**src/design/icfm_pkg.sv**
```systemverilog
// Package for the input capture frequency meter.
// Widths, reset values and shared types. No dependencies.
`default_nettype none
package icfm_pkg;

  localparam int COUNTER_WIDTH = 16;
  localparam int REF_WIDTH     = 24;
  localparam int PERIOD_WIDTH  = 16;
  localparam int DIV_STEPS     = REF_WIDTH;
  localparam int ITER_WIDTH    = $clog2(DIV_STEPS);

  localparam logic [REF_WIDTH-1:0]  REF_RESET = 24'd8000000;
  localparam logic [ITER_WIDTH-1:0] ITER_LAST = ITER_WIDTH'(DIV_STEPS - 1);

  typedef enum logic [2:0] {
    PH_RISE  = 3'b001,
    PH_FALL  = 3'b010,
    PH_CLOSE = 3'b100
  } phase_t;

  typedef enum logic [2:0] {
    DIV_IDLE = 3'b001,
    DIV_RUN  = 3'b010,
    DIV_DONE = 3'b100
  } div_state_t;

  typedef struct packed {
    logic tick;
    logic capture_start;
    logic close;
    logic div_start;
    logic div_step;
  } icfm_cmd_t;

  typedef struct packed {
    logic rising;
    logic falling;
    logic greater;
    logic prev_level;
    logic div_last;
  } icfm_status_t;

endpackage
`default_nettype wire

```
**src/design/icfm_datapath.sv**
```systemverilog
// Datapath: tick counter, edge detect, start capture, serial divider.
// Depends on icfm_pkg.
`default_nettype none
module icfm_datapath import icfm_pkg::*; #(
  parameter int CW = COUNTER_WIDTH
) (
  input  wire logic                 clk,
  input  wire logic                 rst,
  input  wire logic                 level,
  input  wire logic                 cfg_we,
  input  wire logic [REF_WIDTH-1:0] cfg_data,
  input  wire icfm_cmd_t            cmd,
  output icfm_status_t              status,
  output logic [REF_WIDTH-1:0]      frequency_hz,
  output logic [PERIOD_WIDTH-1:0]   period_ticks
);

  logic [REF_WIDTH-1:0]  reference_hz;
  logic [CW-1:0]         tick_counter;
  logic [CW-1:0]         start_capture;
  logic                  prev_level;
  logic [CW-1:0]         divisor;
  logic [CW-1:0]         rem;
  logic [REF_WIDTH-1:0]  quo;
  logic [ITER_WIDTH-1:0] iter;
  logic [CW:0]           trial;
  logic [CW:0]           diff;
  logic                  fits;

  assign status.rising     = !prev_level && level;
  assign status.falling    = prev_level && !level;
  assign status.greater    = tick_counter > start_capture;
  assign status.prev_level = prev_level;
  assign status.div_last   = (iter == ITER_LAST);

  assign trial = {rem, quo[REF_WIDTH-1]};
  assign diff  = trial - {1'b0, divisor};
  assign fits  = !diff[CW];

  assign frequency_hz = quo;
  assign period_ticks = PERIOD_WIDTH'(divisor);

  always_ff @(posedge clk) begin
    if (rst) begin
      reference_hz  <= REF_RESET;
      tick_counter  <= '0;
      start_capture <= '0;
      prev_level    <= 1'b0;
    end else begin
      if (cfg_we) reference_hz <= cfg_data;
      if (cmd.tick) begin
        prev_level   <= level;
        tick_counter <= cmd.close ? '0 : tick_counter + 1'b1;
      end
      if (cmd.capture_start) start_capture <= tick_counter;
    end
  end

  // Restoring division, one quotient bit per cycle shifted in behind the numerator.
  always_ff @(posedge clk) begin
    if (cmd.div_start) begin
      divisor <= tick_counter - start_capture;
      quo     <= reference_hz;
      rem     <= '0;
      iter    <= '0;
    end else if (cmd.div_step) begin
      rem  <= fits ? diff[CW-1:0] : trial[CW-1:0];
      quo  <= {quo[REF_WIDTH-2:0], fits};
      iter <= iter + 1'b1;
    end
  end

endmodule
`default_nettype wire

```
**config.mk**
```make
export PLATFORM = sky130hd
export DESIGN_NAME = icfm_datapath
export DESIGN_NICKNAME = d
export VERILOG_FILES = /design/src/design/icfm_pkg.sv /design/src/design/icfm_datapath.sv
export SDC_FILE = /design/constraint.sdc
export NUM_CORES = 1
export LEC_CHECK = 0
export BUFFER_PORTS_ARGS = -buffer_cell sky130_fd_sc_hd__buf_2
export CORE_UTILIZATION = 30
export CTS_CLUSTER_SIZE = 10
export DETAILED_ROUTE_END_ITERATION = 7
export PLACE_DENSITY = 0.5
export SLEW_MARGIN = 20
export SYNTH_ARGS = -nofsm -noshare
export SYNTH_HDL_FRONTEND = slang
export SYNTH_SLANG_ARGS = --single-unit
```
**constraint.sdc**
```tcl
create_clock -name clk -period 3.5 [get_ports clk]
set_input_delay 0.175 -clock clk [delete_from_list [all_inputs] [get_ports clk]]
set_output_delay 0.175 -clock clk [all_outputs]
set_load 0.01 [all_outputs]
```
==> impl_metrics.yaml <==
status:
  outcome: "finished, final reports clean"
drt:
  drt_iter0_markers: 173
  drc: 0
  drtAntennaViolNets: 0
  avgViaCountPerCell: 4.564
  routedWlPerCell_um: 13.25
  drtPass1Iterations: 4
  routed_wl_um: 13180
  vias: 4541
worst_setup_path:
  crit_chain: "inv_1 > ha_1 > fa_1 > nor2b_1 > o21ai_0 > a21oi_1 > o21ai_0 > a311oi_2 > nand4_1 > a21oi_1 > buf_2"
  setup.worst_path.class: "flip-flop to output pin"
  required_ps: 3320
  crit_slowest_cell: "dfxtp_1"
  cp.arrival_ps: 2990
  cp-end-kind: "output pin"
  start_kind: "flip-flop"
  critPathMaxStageDelay_ps: 460
  path_max_fanout: 7
synthesis:
  synth_nets: 687
  yosysWarnings: 0
  yosysMostFrequentCell: "nor2_1"
  synth.top_cell.area_share: 0.2512
  yosys-top-cells-area: "dfxtp_1, edfxtp_1, mux2i_1"
  synth_seq_cells: 118
  synthFlopType: "dfxtp_1"
  avgSynthCellArea_um2: 10.06
  synth.top_cells.by_count: "nor2_1, dfxtp_1, mux2i_1"
  synth_top_cell_by_area: "dfxtp_1"
  syn_inst: 618
  syn_area_mm2: 0.006216
  synth_edf_count: 40
  async_reset_ff_frac: 0
  seq_area_frac_synth: 0.4444
  yosysUniqueCellTypes: 53
power_and_ir_drop:
  leakagePower_nw: 3.248
  ir_drop_uv: 272.4
  powerDensity_mw_per_mm2: 555.1
clocking:
  clock_latency_ps: 410
  cts_made_buffers: 17
  cts_buffer_depth: 2
  cts_root_buf: "clkbuf_16"
  clk_pin_slew_ps: 60
  cts_tree: "done"
  htreeDepth: 4
  cts.sinks: 118
placed_design:
  io_buffers: 77
  pre_cts_ws_ps: 601.7
  hpwl_um: 9485
  globalplace.congestion: 0.7957
grt:
  grt_pass1_wl_um: 22160
  grt_max_degree: 60
  grt-ovfl-total: 0
  antenna_found_initial: 0
  grtUsageTotal: 0.1294
  grt_pass1_vias: 4554
die:
  core_mm2: 0.02030
  ios: 78
  rows: 52
  fp.dieArea_mm2: 0.02130
  die_h_um: 145.9
  initial_core_util: 0.3062
  fp.dieW_um: 145.9
timing:
  setup_slack_ps: 335.9
  fin_crit_sh: 0.9040
  maxSlewViolCount: 0
  tightest_slew_ps: 1008
  setup_tns_ps: 0
  rsz0062_at_grt: "false"
  period_minus_slack_ps: 3164
  hold_viol_final: 0
  setup_viol: 0
  finClkSkew_ps: 9.270
  max_slew_margin: 0.3269
  fmax_ghz: 0.3160
run:
  drv_cap: 0
finish:
  antenna_cells: 0
  area_growth_pct: 22.18
  drive_gt1_frac: 0.1986
  nets: 781
min_path:
  hold_class: "input port to flip-flop"
logic make-up after synthesis:
| family | Yosys count | share of synthesized area |
|---|---|---|
| AND/OR/NAND/NOR | 174 | 0.1272 |
| flip-flops | 118 | 0.4444 |
| AO/OA/AOI/OAI | 105 | 0.1139 |
| multiplexers | 74 | 0.1240 |
| buffers and inverters | 67 | 0.05052 |
| XOR/XNOR | 44 | 0.06502 |
| adder cells (fa/ha/maj) | 36 | 0.07488 |
final cells by class:
class / count / area (µm²)
clock buffer: 18 / 439.2
clock inverter: 14 / 150.1
fill: 2052 / 12700
inverter: 43 / 161.4
multi-input combinational: 433 / 3146
sequential: 118 / 2763
tap: 270 / 337.8
timing repair buffer: 99 / 598.1
power by group:
group | switching (mW) | total (mW) | internal, mW
Clock | 0.636 | 1.71 | 1.07
Combinational | 0.472 | 0.896 | 0.425
Sequential | 0.0720 | 1.61 | 1.54
Total | 1.18 | 4.22 | 3.04
repair_timing:
| action | CTS | global route |
|---|---|---|
| hold endpoints to repair | 19 | 0 |
| hold buffers | 19 | 0 |
| setup endpoints to repair | 0 | 1 |
| setup buffers | 0 | 0 |
| gates resized for setup | 0 | 1 |
critical path: cells and delay by family (launching register included):
kind	cells	cell delay [ps]
fa+ha+maj	2	640
buf+inv	2	220
flops	1	460
simple gates	2	250
compound gates	5	1020
placed cells by master, fill, tap and decap left out, types with 3 or more instances in the layout:
master | Yosys | final
nor2_1 | 84 | 84
dfxtp_1 | 78 | 78
buf_2 | 0 | 77
mux2i_1 | 50 | 50
inv_1 | 43 | 43
edfxtp_1 | 40 | 40
nand2_1 | 35 | 35
ha_1 | 34 | 34
a21oi_1 | 31 | 31
xor2_1 | 24 | 24
mux2_2 | 24 | 24
o21ai_0 | 21 | 21
xnor2_1 | 19 | 19
dlygate4sd3_1 | 0 | 19
clkbuf_16 | 0 | 17
nor2b_1 | 13 | 13
a211oi_1 | 12 | 12
nand4_1 | 10 | 10
nand2b_1 | 10 | 10
a211o_1 | 7 | 7
a21o_1 | 5 | 5
nand3_1 | 5 | 5
o211ai_1 | 5 | 5
o21a_1 | 4 | 4
and3_1 | 4 | 4
or3_1 | 4 | 4
clkinv_4 | 0 | 4
inv_6 | 0 | 3
buf_4 | 1 | 3
through the flow:
step	power (mW)	hold slack (ps)	util	cells	instance area (µm²)
after detailed placement	2.527	386.6	0.3354	944	6809
after CTS	4.275	0.4876	0.3738	995	7589
after floorplan	2.323	287.5	-	618	6216
final	4.216	14.48	0.3741	995	7595
after global routing	4.445	16.89	0.3741	995	7595
after global placement	2.516	382.8	0.3354	944	6809
layer usage:
layer | part of all wire | global-route usage
met1 | 0.48 | 0.1597
met2 | 0.49 | 0.2203
met3 | 0.025 | 0.03417
met4 | 0.0062 | 0.03789
met5 | 0 | 0
sequential cells by signal, summed over array words and instances, names as in the netlist:
name and cells:
frequency_hz 24, iter 5, period_ticks 16, prev_level 1
reference_hz 24, rem 16, start_capture 16, tick_counter 16
worst paths after layout:
path	start	to	slack, ps	cells after the start
setup / recovery	tick_counter[0]$_SDFFE_PP0P_	status[2]	340	11
hold / removal	cfg_data[15]	reference_hz[15]$_SDFFE_PP0P_	10	3
setup reg to reg	frequency_hz[23]$_DFFE_PP_	rem[6]$_SDFFE_PP0P_	780	11
hold reg to reg	reference_hz[5]$_SDFFE_PP0P_	reference_hz[5]$_SDFFE_PP0P_	490	2
(Power assumes the default switching activity.)
