File: src/design/icfm_pkg.sv
// Package for the input capture frequency meter.
// Widths, reset values and shared types. No dependencies.
`default_nettype none
package icfm_pkg;

  localparam int COUNTER_WIDTH = 16;
  localparam int REF_WIDTH     = 24;
  localparam int PERIOD_WIDTH  = 16;
  localparam int DIV_STEPS     = REF_WIDTH;
  localparam int ITER_WIDTH    = $clog2(DIV_STEPS);

  localparam logic [REF_WIDTH-1:0]  REF_RESET = 24'd8000000;
  localparam logic [ITER_WIDTH-1:0] ITER_LAST = ITER_WIDTH'(DIV_STEPS - 1);

  typedef enum logic [2:0] {
    PH_RISE  = 3'b001,
    PH_FALL  = 3'b010,
    PH_CLOSE = 3'b100
  } phase_t;

  typedef enum logic [2:0] {
    DIV_IDLE = 3'b001,
    DIV_RUN  = 3'b010,
    DIV_DONE = 3'b100
  } div_state_t;

  typedef struct packed {
    logic tick;
    logic capture_start;
    logic close;
    logic div_start;
    logic div_step;
  } icfm_cmd_t;

  typedef struct packed {
    logic rising;
    logic falling;
    logic greater;
    logic prev_level;
    logic div_last;
  } icfm_status_t;

endpackage
`default_nettype wire

File: src/design/icfm_ctrl.sv
// Controller: capture phase machine and divider sequencer.
// Depends on icfm_pkg.
`default_nettype none
module icfm_ctrl import icfm_pkg::*; (
  input  wire logic         clk,
  input  wire logic         rst,
  input  wire logic         in_valid,
  output logic              in_ready,
  output logic              out_valid,
  input  wire logic         out_ready,
  input  wire icfm_status_t status,
  output icfm_cmd_t         cmd
);

  phase_t     phase, phase_next;
  div_state_t div_state, div_state_next;
  logic       tick;

  // A closing edge could need the divider; hold ticks off while it is in use.
  assign in_ready = !((phase == PH_CLOSE) && !status.prev_level && (div_state != DIV_IDLE));
  assign tick     = in_valid && in_ready;
  assign out_valid = (div_state == DIV_DONE);

  always_comb begin
    phase_next        = phase;
    div_state_next    = div_state;
    cmd               = '0;
    cmd.tick          = tick;
    case (phase)
      PH_RISE: begin
        if (tick && status.rising) begin
          cmd.capture_start = 1'b1;
          phase_next        = PH_FALL;
        end
      end
      PH_FALL: begin
        if (tick && status.falling) phase_next = PH_CLOSE;
      end
      PH_CLOSE: begin
        if (tick && status.rising) begin
          cmd.close     = 1'b1;
          cmd.div_start = status.greater;
          phase_next    = PH_RISE;
        end
      end
      default: phase_next = PH_RISE;
    endcase
    case (div_state)
      DIV_IDLE: begin
        if (cmd.div_start) div_state_next = DIV_RUN;
      end
      DIV_RUN: begin
        cmd.div_step = 1'b1;
        if (status.div_last) div_state_next = DIV_DONE;
      end
      DIV_DONE: begin
        if (out_ready) div_state_next = DIV_IDLE;
      end
      default: div_state_next = DIV_IDLE;
    endcase
  end

  always_ff @(posedge clk) begin
    if (rst) begin
      phase     <= PH_RISE;
      div_state <= DIV_IDLE;
    end else begin
      phase     <= phase_next;
      div_state <= div_state_next;
    end
  end

endmodule
`default_nettype wire

File: config.mk
export PLATFORM = sky130hd
export DESIGN_NAME = icfm_ctrl
export DESIGN_NICKNAME = d
export VERILOG_FILES = /design/src/design/icfm_pkg.sv /design/src/design/icfm_ctrl.sv
export SDC_FILE = /design/constraint.sdc
export NUM_CORES = 1
export LEC_CHECK = 0
export BUFFER_PORTS_ARGS = -buffer_cell sky130_fd_sc_hd__buf_4
export CAP_MARGIN = 30
export CORE_AREA = 2 2 39 41
export CTS_CLUSTER_SIZE = 28
export DETAILED_ROUTE_END_ITERATION = 7
export DIE_AREA = 0 0 41 43
export PLACE_DENSITY = 0.48
export SLEW_MARGIN = 20
export SYNTH_ARGS = -nofsm -noshare
export SYNTH_HDL_FRONTEND = slang
export SYNTH_SLANG_ARGS = --single-unit
File: constraint.sdc
create_clock -name clk -period 1.6 [get_ports clk]
set_clock_uncertainty 0.1 [all_clocks]
set_input_delay 0.32 -clock clk [delete_from_list [all_inputs] [get_ports clk]]
set_output_delay 0.32 -clock clk [all_outputs]
set_load 0.05 [all_outputs]
==> impl_metrics.csv, run 1 <==
group,metric,value,unit
yosys,synth_top_cells_by_area,"dfxtp_1 (33%), nor2_1 (8.2%), nand2_1 (6.1%)",
die,start_util,0.266,
worst_setup_path,crit_start,"div_state[1]",
sta,worst_slew_pin_slew,0.236,ns
worst_setup_path,end_kind,"primary output",
worst_setup_path,worstPathArrival,1.35,ns
worst_setup_path,path_buf_inv,1,
detailed_routing,ant_nets,0,
place,hpwlAfterDp,726,um
yosys,yosysSeqAreaShare,0.327,
detailed_routing,vias_per_cell,4.78,
detailed_routing,drc,0,
worst_setup_path,path_delay_family,"simple AND/OR/NAND/NOR gates",
run_status,violations,"setup timing",
yosys,syn_inst,46,
cells_and_area,drive_above_1_share,0.625,
worst_setup_path,ff2ff_path_depth,5,
cts,insertion_delay,0.24,ns
worst_setup_path,crit_path_end,"cmd[2]",
cts,cts.sinks,6,
die,die_w,41,um
sta,fin_crit_sh,1.10,
grt,grt_max_degree,7,
grt,track_usage,0.133,
yosys,synth_nets,55,
worst_setup_path,cp.depth,5,
die,coreArea,1380,um^2
sta,maxSlewHeadroom,0.841,
sta,fmax,566,MHz
cells_and_area,fin_area,682,um^2
sta,timing.final.hold_violations,0,
run_status,status,"finished, violations left",
grt,grt_pass1_wl,1520,um
place,place_congestion,0.675,
yosys,syn_avg_cell_area,8.00,um^2
die,io_pins,16,
grt,grt_pass1_vias,386,
yosys,yosysMostFrequentCell,"nor2_1",
worst_setup_path,criticalPathCategory,"register to primary output",
cts,htree_num_levels,1,
yosys,synth_seq_cells,6,
yosys,synth_commonest_cells,"nor2_1 (8), dfxtp_1 (6), nand2_1 (6)",
yosys,synth-edff-count,0,
power_and_ir_drop,p_leak,0.000303,uW
worst_setup_path,worst_r2r_startpoint,"phase[1]",
worst_setup_path,slowest_stage,"dfxtp_2",
cells_and_area,fin_cells,88,
cells_and_area,antenna_cells,0,
run,drv_cap,0,
sta,worst_slack,-0.165,ns
place,place_area,557,um^2
place,port_buffers,15,
cts,root_buffer,"clkbuf_4",
worst_setup_path,crit_path_max_incr_delay,0.33,ns
die,num_rows,14,
worst_setup_path,reg2reg_setup_slack,0.01,ns
sta,period_minus_slack,1.77,ns
yosys,synth_cell_types,25,
cells_and_area,syn_to_final_growth,85.4,%
cts,clk_pin_slew,0.04,ns
cts,cts_hold_buf,0,
cells_and_area,nets,83,
yosys,yosysWarnings,0,
detailed_routing,detailroute.via_count,421,
sta,setup_viol,4,
grt,grt_overflow,0,
worst_setup_path,critPathMaxFanout,2,
worst_setup_path,cp-start-kind,"register",
detailed_routing,drt_first_pass_iters,2,
cts,clockBufferDepth,2,
sta,slew_violations,0,
power_and_ir_drop,power.density,512,nW/um^2
worst_hold_path,hold_path.class,"primary input to register",
place,dp_cells,83,
yosys,yosys.area.top_type_share,0.327,
die,die_area,1760,um^2
yosys,syn_area,368,um^2
yosys,synth_top_area_cell,"dfxtp_1",
detailed_routing,drt_wl_total,960,um
power_and_ir_drop,vdd_drop_max,0.615,mV
worst_setup_path,regToRegEndpoint,"div_state[1]",
worst_setup_path,required,1.18,ns
grt,antenna_found_initial,0,
detailed_routing,initialDrtViolationCount,2,
cts,cts_made_buffers,3,
die,dieHeight,43,um
yosys,synthArstFlopShare,0,
cts,cts_tree,"yes",
sta,rsz0062_at_grt,"yes",
detailed_routing,routedWlPerCell,10.9,um
yosys,synthFlopType,"dfxtp_1",
worst_setup_path,crit_chain,"nor3b_4 > nor2_2 > nor3_2 > and3b_2 > buf_6",
sequential cells by signal, indices dropped and copies added, names as in the netlist:
register   flops
phase          3
div_state      3
worst min-delay path by stage:
stage                 start            to  depth (start not counted)
5_1_grt                 rst  div_state[1]                          2
4_1_cts                 rst  div_state[1]                          2
2_1_floorplan           rst  div_state[1]                          1
3_5_place_dp   div_state[2]  div_state[1]                          2
3_3_place_gp            rst  div_state[1]                          2
6_report                rst  div_state[1]                          2
worst reg2reg max path, delay by kind of cell, from the launching register on:
kind	cells	cell delay (ns)
buffers and inverters	1	0.17
AOI/OAI and AO/OA	1	0.18
DFF	1	0.35
and+or+nand+nor	3	0.72
metrics by stage:
stage	power, uW	hold WS, ns	setup TNS, ns	util	setup WS, ns
after CTS	357	0.184	-0.457	0.453	-0.168
after floorplan	183	0.285	-0.182	-	-0.142
after global routing	367	0.181	-0.714	0.493	-0.248
after global placement	210	0.445	0	0.402	0.0190
after detailed placement	210	0.437	-0.0253	0.402	-0.0253
final	349	0.184	-0.373	0.493	-0.165
repair_timing:
| action | CTS | global route |
|---|---|---|
| pin swaps | 4 | 4 |
| gates resized for setup | 11 | 11 |
| endpoints found under the setup margin | 5 | 8 |
| endpoints found under the hold margin | 0 | 0 |
| setup buffers | 1 | 1 |
| cloned | 0 | 0 |
layout by cell type, fill, tap and decap left out, drive strengths merged, types with 2 or more instances in the layout:
| cell type | synthesis | routed |
|---|---|---|
| buf | 2 | 25 |
| nor2 | 8 | 8 |
| nand2 | 6 | 6 |
| dfxtp | 6 | 6 |
| clkbuf | 0 | 3 |
| nor3b | 3 | 3 |
| nand3b | 2 | 2 |
| inv | 2 | 2 |
| or3b | 2 | 2 |
| a211oi | 2 | 2 |
power by group:
part	internal [uW]	leakage [uW]	switching [uW]
registers	152	0.0000492	2.56
logic	29.0	0.000240	28.1
clock network	84.7	0.0000138	52.2
total	266	0.000303	82.8
cell families after synthesis:
| logic type | Yosys count | synth area share |
|---|---|---|
| flip-flops | 6 | 0.327 |
| multiplexers | 1 | 0.0272 |
| buffers and inverters | 4 | 0.0612 |
| AND/OR/NAND/NOR | 28 | 0.439 |
| AO/OA/AOI/OAI | 7 | 0.146 |
final cells by class:
class	count	area [um^2]
fillers	135	702
multi-input cells	36	283
flip-flops and latches	6	124
inverters	2	7.51
clock buffers	3	22.5
well taps	16	20.0
repair buffers	25	225
routing by layer:
layer | global-route usage | vias to the layer above | wire length, um
met5 | 0 | - | 0
met4 | 0.0400 | 0 | 13
met3 | 0.0838 | 2 | 59
met2 | 0.222 | 10 | 550
met1 | 0.125 | 195 | 337
li1 | - | 214 | -
(Power assumes the default switching activity.)
==> run 2: changes to the inputs <==
- BUFFER_PORTS_ARGS: -buffer_cell sky130_fd_sc_hd__buf_4 -> -buffer_cell sky130_fd_sc_hd__clkbuf_2
==> impl_metrics.csv, run 2 (synthesized netlist as in run 1, its figures left out) <==
group,metric,value,unit
run_status,violations,"setup timing",
grt,gr-usage-met1,0.143,
detailed_routing,detailroute.via_count,419,
worst_setup_path,required,1.18,ns
cells_and_area,fin_cells,89,
sta,maxSlewHeadroom,0.839,
power_and_ir_drop,vdd_drop_max,0.368,mV
detailed_routing,initialDrtViolationCount,2,
power_and_ir_drop,p_int,270,uW
cells_and_area,nets,84,
worst_hold_path,hold_path.class,"primary input to register",
cts,cts_tree,"yes",
sta,timing.final.hold_violations,0,
cells_and_area,antenna_cells,0,
cts,cts.sinks,6,
worst_setup_path,end_kind,"primary output",
cells_and_area,post-route-util,0.503,
sta,setup_viol,4,
grt,grt_max_degree,7,
run,drv_cap,0,
worst_setup_path,crit_path_max_incr_delay,0.32,ns
cells_and_area,layout_commonest_cell,"buf_4",
detailed_routing,routedWlPerCell,11.2,um
die,die_w,41,um
grt,met2_usage,0.228,
cells_and_area,syn_to_final_growth,89.1,%
power_and_ir_drop,p_seq_frac,0.427,
worst_setup_path,slowest_stage,"dfxtp_2",
cts,root_buffer,"clkbuf_4",
cts,htree_num_levels,1,
place,hpwlAfterDp,714,um
cells_and_area,fin_area,696,um^2
power_and_ir_drop,clkPwrFrac,0.393,
sta,rsz0062_at_grt,"yes",
cells_and_area,reg_top3,"div_state (3), phase (3)",
grt,busiest_layer,"met2",
grt,grt_pass1_wl,1590,um
cts,cts_made_buffers,3,
cells_and_area,drive_above_1_share,0.671,
die,start_util,0.266,
run_status,status,"finished, violations left",
grt,use_met3,0.0314,
sta,fmax,571,MHz
detailed_routing,drt_wl_total,999,um
grt,grt_pass1_vias,414,
power_and_ir_drop,p_leak,0.000294,uW
worst_setup_path,criticalPathCategory,"register to primary output",
detailed_routing,drt_first_pass_iters,4,
die,dieHeight,43,um
cells_and_area,most-common-layout-cells,"buf_4 (10), clkbuf_2 (8), nand2_1 (5), nor2_1 (4), dfxtp_2 (4)",
sta,worst_slack,-0.151,ns
die,num_rows,14,
grt,grt_overflow,0,
power_and_ir_drop,power,363,uW
detailed_routing,ant_nets,0,
cts,cts_hold_buf,0,
sta,slew_violations,0,
power_and_ir_drop,power.density,522,nW/um^2
worst_setup_path,cp-start-kind,"register",
place,pre_cts_ws,-0.00467,ns
detailed_routing,drc,0,
die,coreArea,1380,um^2
grt,track_usage,0.133,
sta,period_minus_slack,1.75,ns
cells_and_area,fillers,143,
detailed_routing,vias_per_cell,4.71,
worst_setup_path,critPathMaxFanout,4,
cells_and_area,multi_input_area,282,um^2
power_and_ir_drop,power_switching,93.5,uW
worst_setup_path,crit_chain,"nor3b_2 > nor2_2 > nor3_2 > and3b_2 > buf_12",
place,place_congestion,0.722,
cts,insertion_delay,0.25,ns
cells_and_area,seq_area,125,um^2
power_and_ir_drop,p_sw_frac,0.257,
cts,clk_pin_slew,0.05,ns
place,place_area,534,um^2
cts,clockBufferDepth,2,
worst_setup_path,worstPathArrival,1.33,ns
place,port_buffers,15,
place,dp_cells,83,
die,io_pins,16,
sta,fin_crit_sh,1.09,
die,die_area,1760,um^2
sta,worst_slew_pin_slew,0.239,ns
grt,antenna_found_initial,0,
power_and_ir_drop,p_comb_frac,0.179,
==> run 2: metrics by stage <==
step	setup TNS (ns)	hold WS, ns
global route	-0.714	0.251
detailed placement	-0.00467	0.440
CTS	-0.323	0.241
global placement	-0.00700	0.431
finish	-0.346	0.238
floorplan	-0.182	0.285
==> run 2: final cells by class <==
class | count | area share
sequential | 6 | 0.180
inverter | 2 | 0.0108
clock buffer | 3 | 0.0324
timing repair buffer | 26 | 0.344
multi-input combinational | 36 | 0.405
tap | 16 | 0.0288
==> run 2: final timing paths <==
check / slack, ns / cells after the start / to / start
max: -0.15 / 5 / cmd[2] / div_state[2]
min: 0.24 / 2 / div_state[1] / rst
max reg2reg: -0.01 / 5 / div_state[1] / phase[0]
min reg2reg: 0.45 / 2 / phase[1] / phase[2]
==> run 2: metal layers <==
metal	vias to the layer above	wire length (um)
met1	192	385
li1	217	-
met5	-	0
met2	10	570
met3	0	43
met4	0	0
==> run 2: critical path, delay by kind of cell, from the launching register on <==
family                 cells  cell delay, ns
and+or+nand+nor            4            0.63
DFF                        1            0.32
buffers and inverters      1            0.13
==> run 2: timing repair <==
action                                  4_1_cts  5_1_grt
endpoints found under the hold margin         0        0
resized for setup                            23       10
cloned                                        0        0
setup buffers                                 2        1
pin swaps                                     3        2
endpoints found under the setup margin        7        8
==> run 2: power groups by stage <==
stage / Sequential, uW / Combinational, uW / Clock, uW
finish: 155 / 65.2 / 143
global route: 155 / 69.7 / 153
floorplan: 158 / 24.6 / 0
detailed placement: 157 / 48.7 / 0
global placement: 157 / 48.5 / 0
CTS: 155 / 62.1 / 141
==> run 3: changes to the inputs <==
- REMOVE_ABC_BUFFERS: not set -> 1
==> impl_metrics.csv, run 3 (synthesized netlist as in run 1, its figures left out) <==
group,metric,value,unit
grt,grt_pass1_vias,437,
power_and_ir_drop,clkPwrFrac,0.391,
run,drv_cap,0,
place,port_buffers,15,
grt,busiest_layer,"met2",
cts,clockBufferDepth,2,
grt,met2_usage,0.263,
cts,cts_hold_buf,0,
cells_and_area,nets,90,
grt,grt_max_degree,7,
cells_and_area,post-route-util,0.545,
die,start_util,0.266,
cts,htree_num_levels,1,
sta,fmax,566,MHz
cts,cts.sinks,6,
sta,timing.final.hold_violations,0,
worst_setup_path,worstPathArrival,1.35,ns
power_and_ir_drop,power,374,uW
sta,rsz0062_at_grt,"yes",
cts,root_buffer,"clkbuf_4",
grt,gr-usage-met1,0.146,
grt,grt_overflow,0,
grt,use_met3,0.0314,
detailed_routing,detailroute.via_count,456,
place,place_congestion,0.650,
cells_and_area,fillers,136,
cells_and_area,most-common-layout-cells,"buf_4 (15), clkbuf_2 (8), nand2_1 (5), buf_8 (5), nor2_1 (4)",
grt,track_usage,0.151,
cells_and_area,antenna_cells,0,
worst_hold_path,hold_path.class,"primary input to register",
run_status,violations,"setup timing",
detailed_routing,drt_first_pass_iters,4,
worst_setup_path,cp-start-kind,"register",
detailed_routing,drt_wl_total,1090,um
power_and_ir_drop,p_leak,0.000338,uW
sta,period_minus_slack,1.77,ns
sta,setup_viol,4,
die,coreArea,1380,um^2
sta,worst_slew_pin_slew,0.239,ns
sta,hold-worst-slack,0.230,ns
die,die_w,41,um
power_and_ir_drop,vdd_drop_max,0.340,mV
power_and_ir_drop,power_switching,98.2,uW
cts,cts_made_buffers,3,
detailed_routing,initialDrtViolationCount,4,
sta,slew_violations,0,
sta,maxSlewHeadroom,0.839,
cells_and_area,reg_top3,"div_state (3), phase (3)",
die,die_area,1760,um^2
worst_setup_path,critPathMaxFanout,2,
cts,insertion_delay,0.25,ns
power_and_ir_drop,p_comb_frac,0.195,
die,num_rows,14,
detailed_routing,vias_per_cell,4.80,
die,io_pins,16,
power_and_ir_drop,p_int,276,uW
power_and_ir_drop,p_sw_frac,0.263,
worst_setup_path,criticalPathCategory,"register to primary output",
place,hpwlAfterDp,685,um
cts,clk_pin_slew,0.05,ns
detailed_routing,ant_nets,0,
sta,fin_crit_sh,1.10,
die,dieHeight,43,um
power_and_ir_drop,p_seq_frac,0.414,
sta,worst_slack,-0.166,ns
detailed_routing,drc,0,
worst_setup_path,required,1.18,ns
grt,antenna_found_initial,0,
cells_and_area,drive_above_1_share,0.696,
detailed_routing,routedWlPerCell,11.5,um
cells_and_area,syn_to_final_growth,105,%
power_and_ir_drop,power.density,495,nW/um^2
grt,grt_pass1_wl,1730,um
run_status,status,"finished, violations left",
cts,cts_tree,"yes",
worst_setup_path,end_kind,"primary output",
cells_and_area,layout_commonest_cell,"buf_4",
-- run 3: final timing paths --
| path | start | endpoint | slack (ns) | cells past startpoint |
|---|---|---|---|---|
| worst min register to register | phase[2] | phase[1] | 0.44 | 2 |
| worst max-delay path | div_state[1] | cmd[2] | -0.17 | 5 |
| worst max register to register | phase[1] | div_state[1] | 0.02 | 5 |
| worst min-delay path | rst | div_state[1] | 0.23 | 2 |
-- run 3: final cells by class --
class | instances | area, um^2 | area share
Multi-Input combinational cell | 36 | 290 | 0.385
Timing Repair Buffer | 32 | 287 | 0.380
Sequential cell | 6 | 128 | 0.169
Clock buffer | 3 | 22.5 | 0.0299
Tap cell | 16 | 20.0 | 0.0265
Inverter | 2 | 7.51 | 0.00995
-- run 3: repair_timing --
| action | 4_1_cts | 5_1_grt |
|---|---|---|
| buffers inserted | 4 | 3 |
| setup endpoints to repair | 7 | 8 |
| pin swaps | 9 | 4 |
| resized for setup | 27 | 18 |
-- run 3: power by group through the flow --
stage / Combinational [uW] / Sequential, uW / Clock, uW
6_report: 72.8 / 155 / 146
5_1_grt: 77.8 / 155 / 160
4_1_cts: 68.1 / 154 / 147
3_5_place_dp: 51.0 / 157 / 0
3_3_place_gp: 51.2 / 157 / 0
2_1_floorplan: 22.6 / 158 / 0
-- run 3: metrics by stage --
step	setup WS [ns]	setup TNS (ns)	cells	area (um^2)
2_1_floorplan	-0.458	-1.44	44	353
3_3_place_gp	-0.0568	-0.0568	85	523
3_5_place_dp	-0.0802	-0.0802	85	523
4_1_cts	-0.148	-0.447	92	684
5_1_grt	-0.219	-0.776	95	754
6_report	-0.166	-0.485	95	754
-- run 3: routing by layer --
metal | part of all wire | wire length [um]
met2 | 0.59 | 644
met3 | 0.049 | 53
met1 | 0.35 | 385
met5 | 0 | 0
met4 | 0.0046 | 5
-- run 3: worst max-delay path, cell delays in order, from the launching register on --
cell and delay, ns:
dfxtp_2 0.32, nor3b_2 0.18, nor2_2 0.08, nor3_2 0.15
and3b_2 0.24, buf_8 0.15
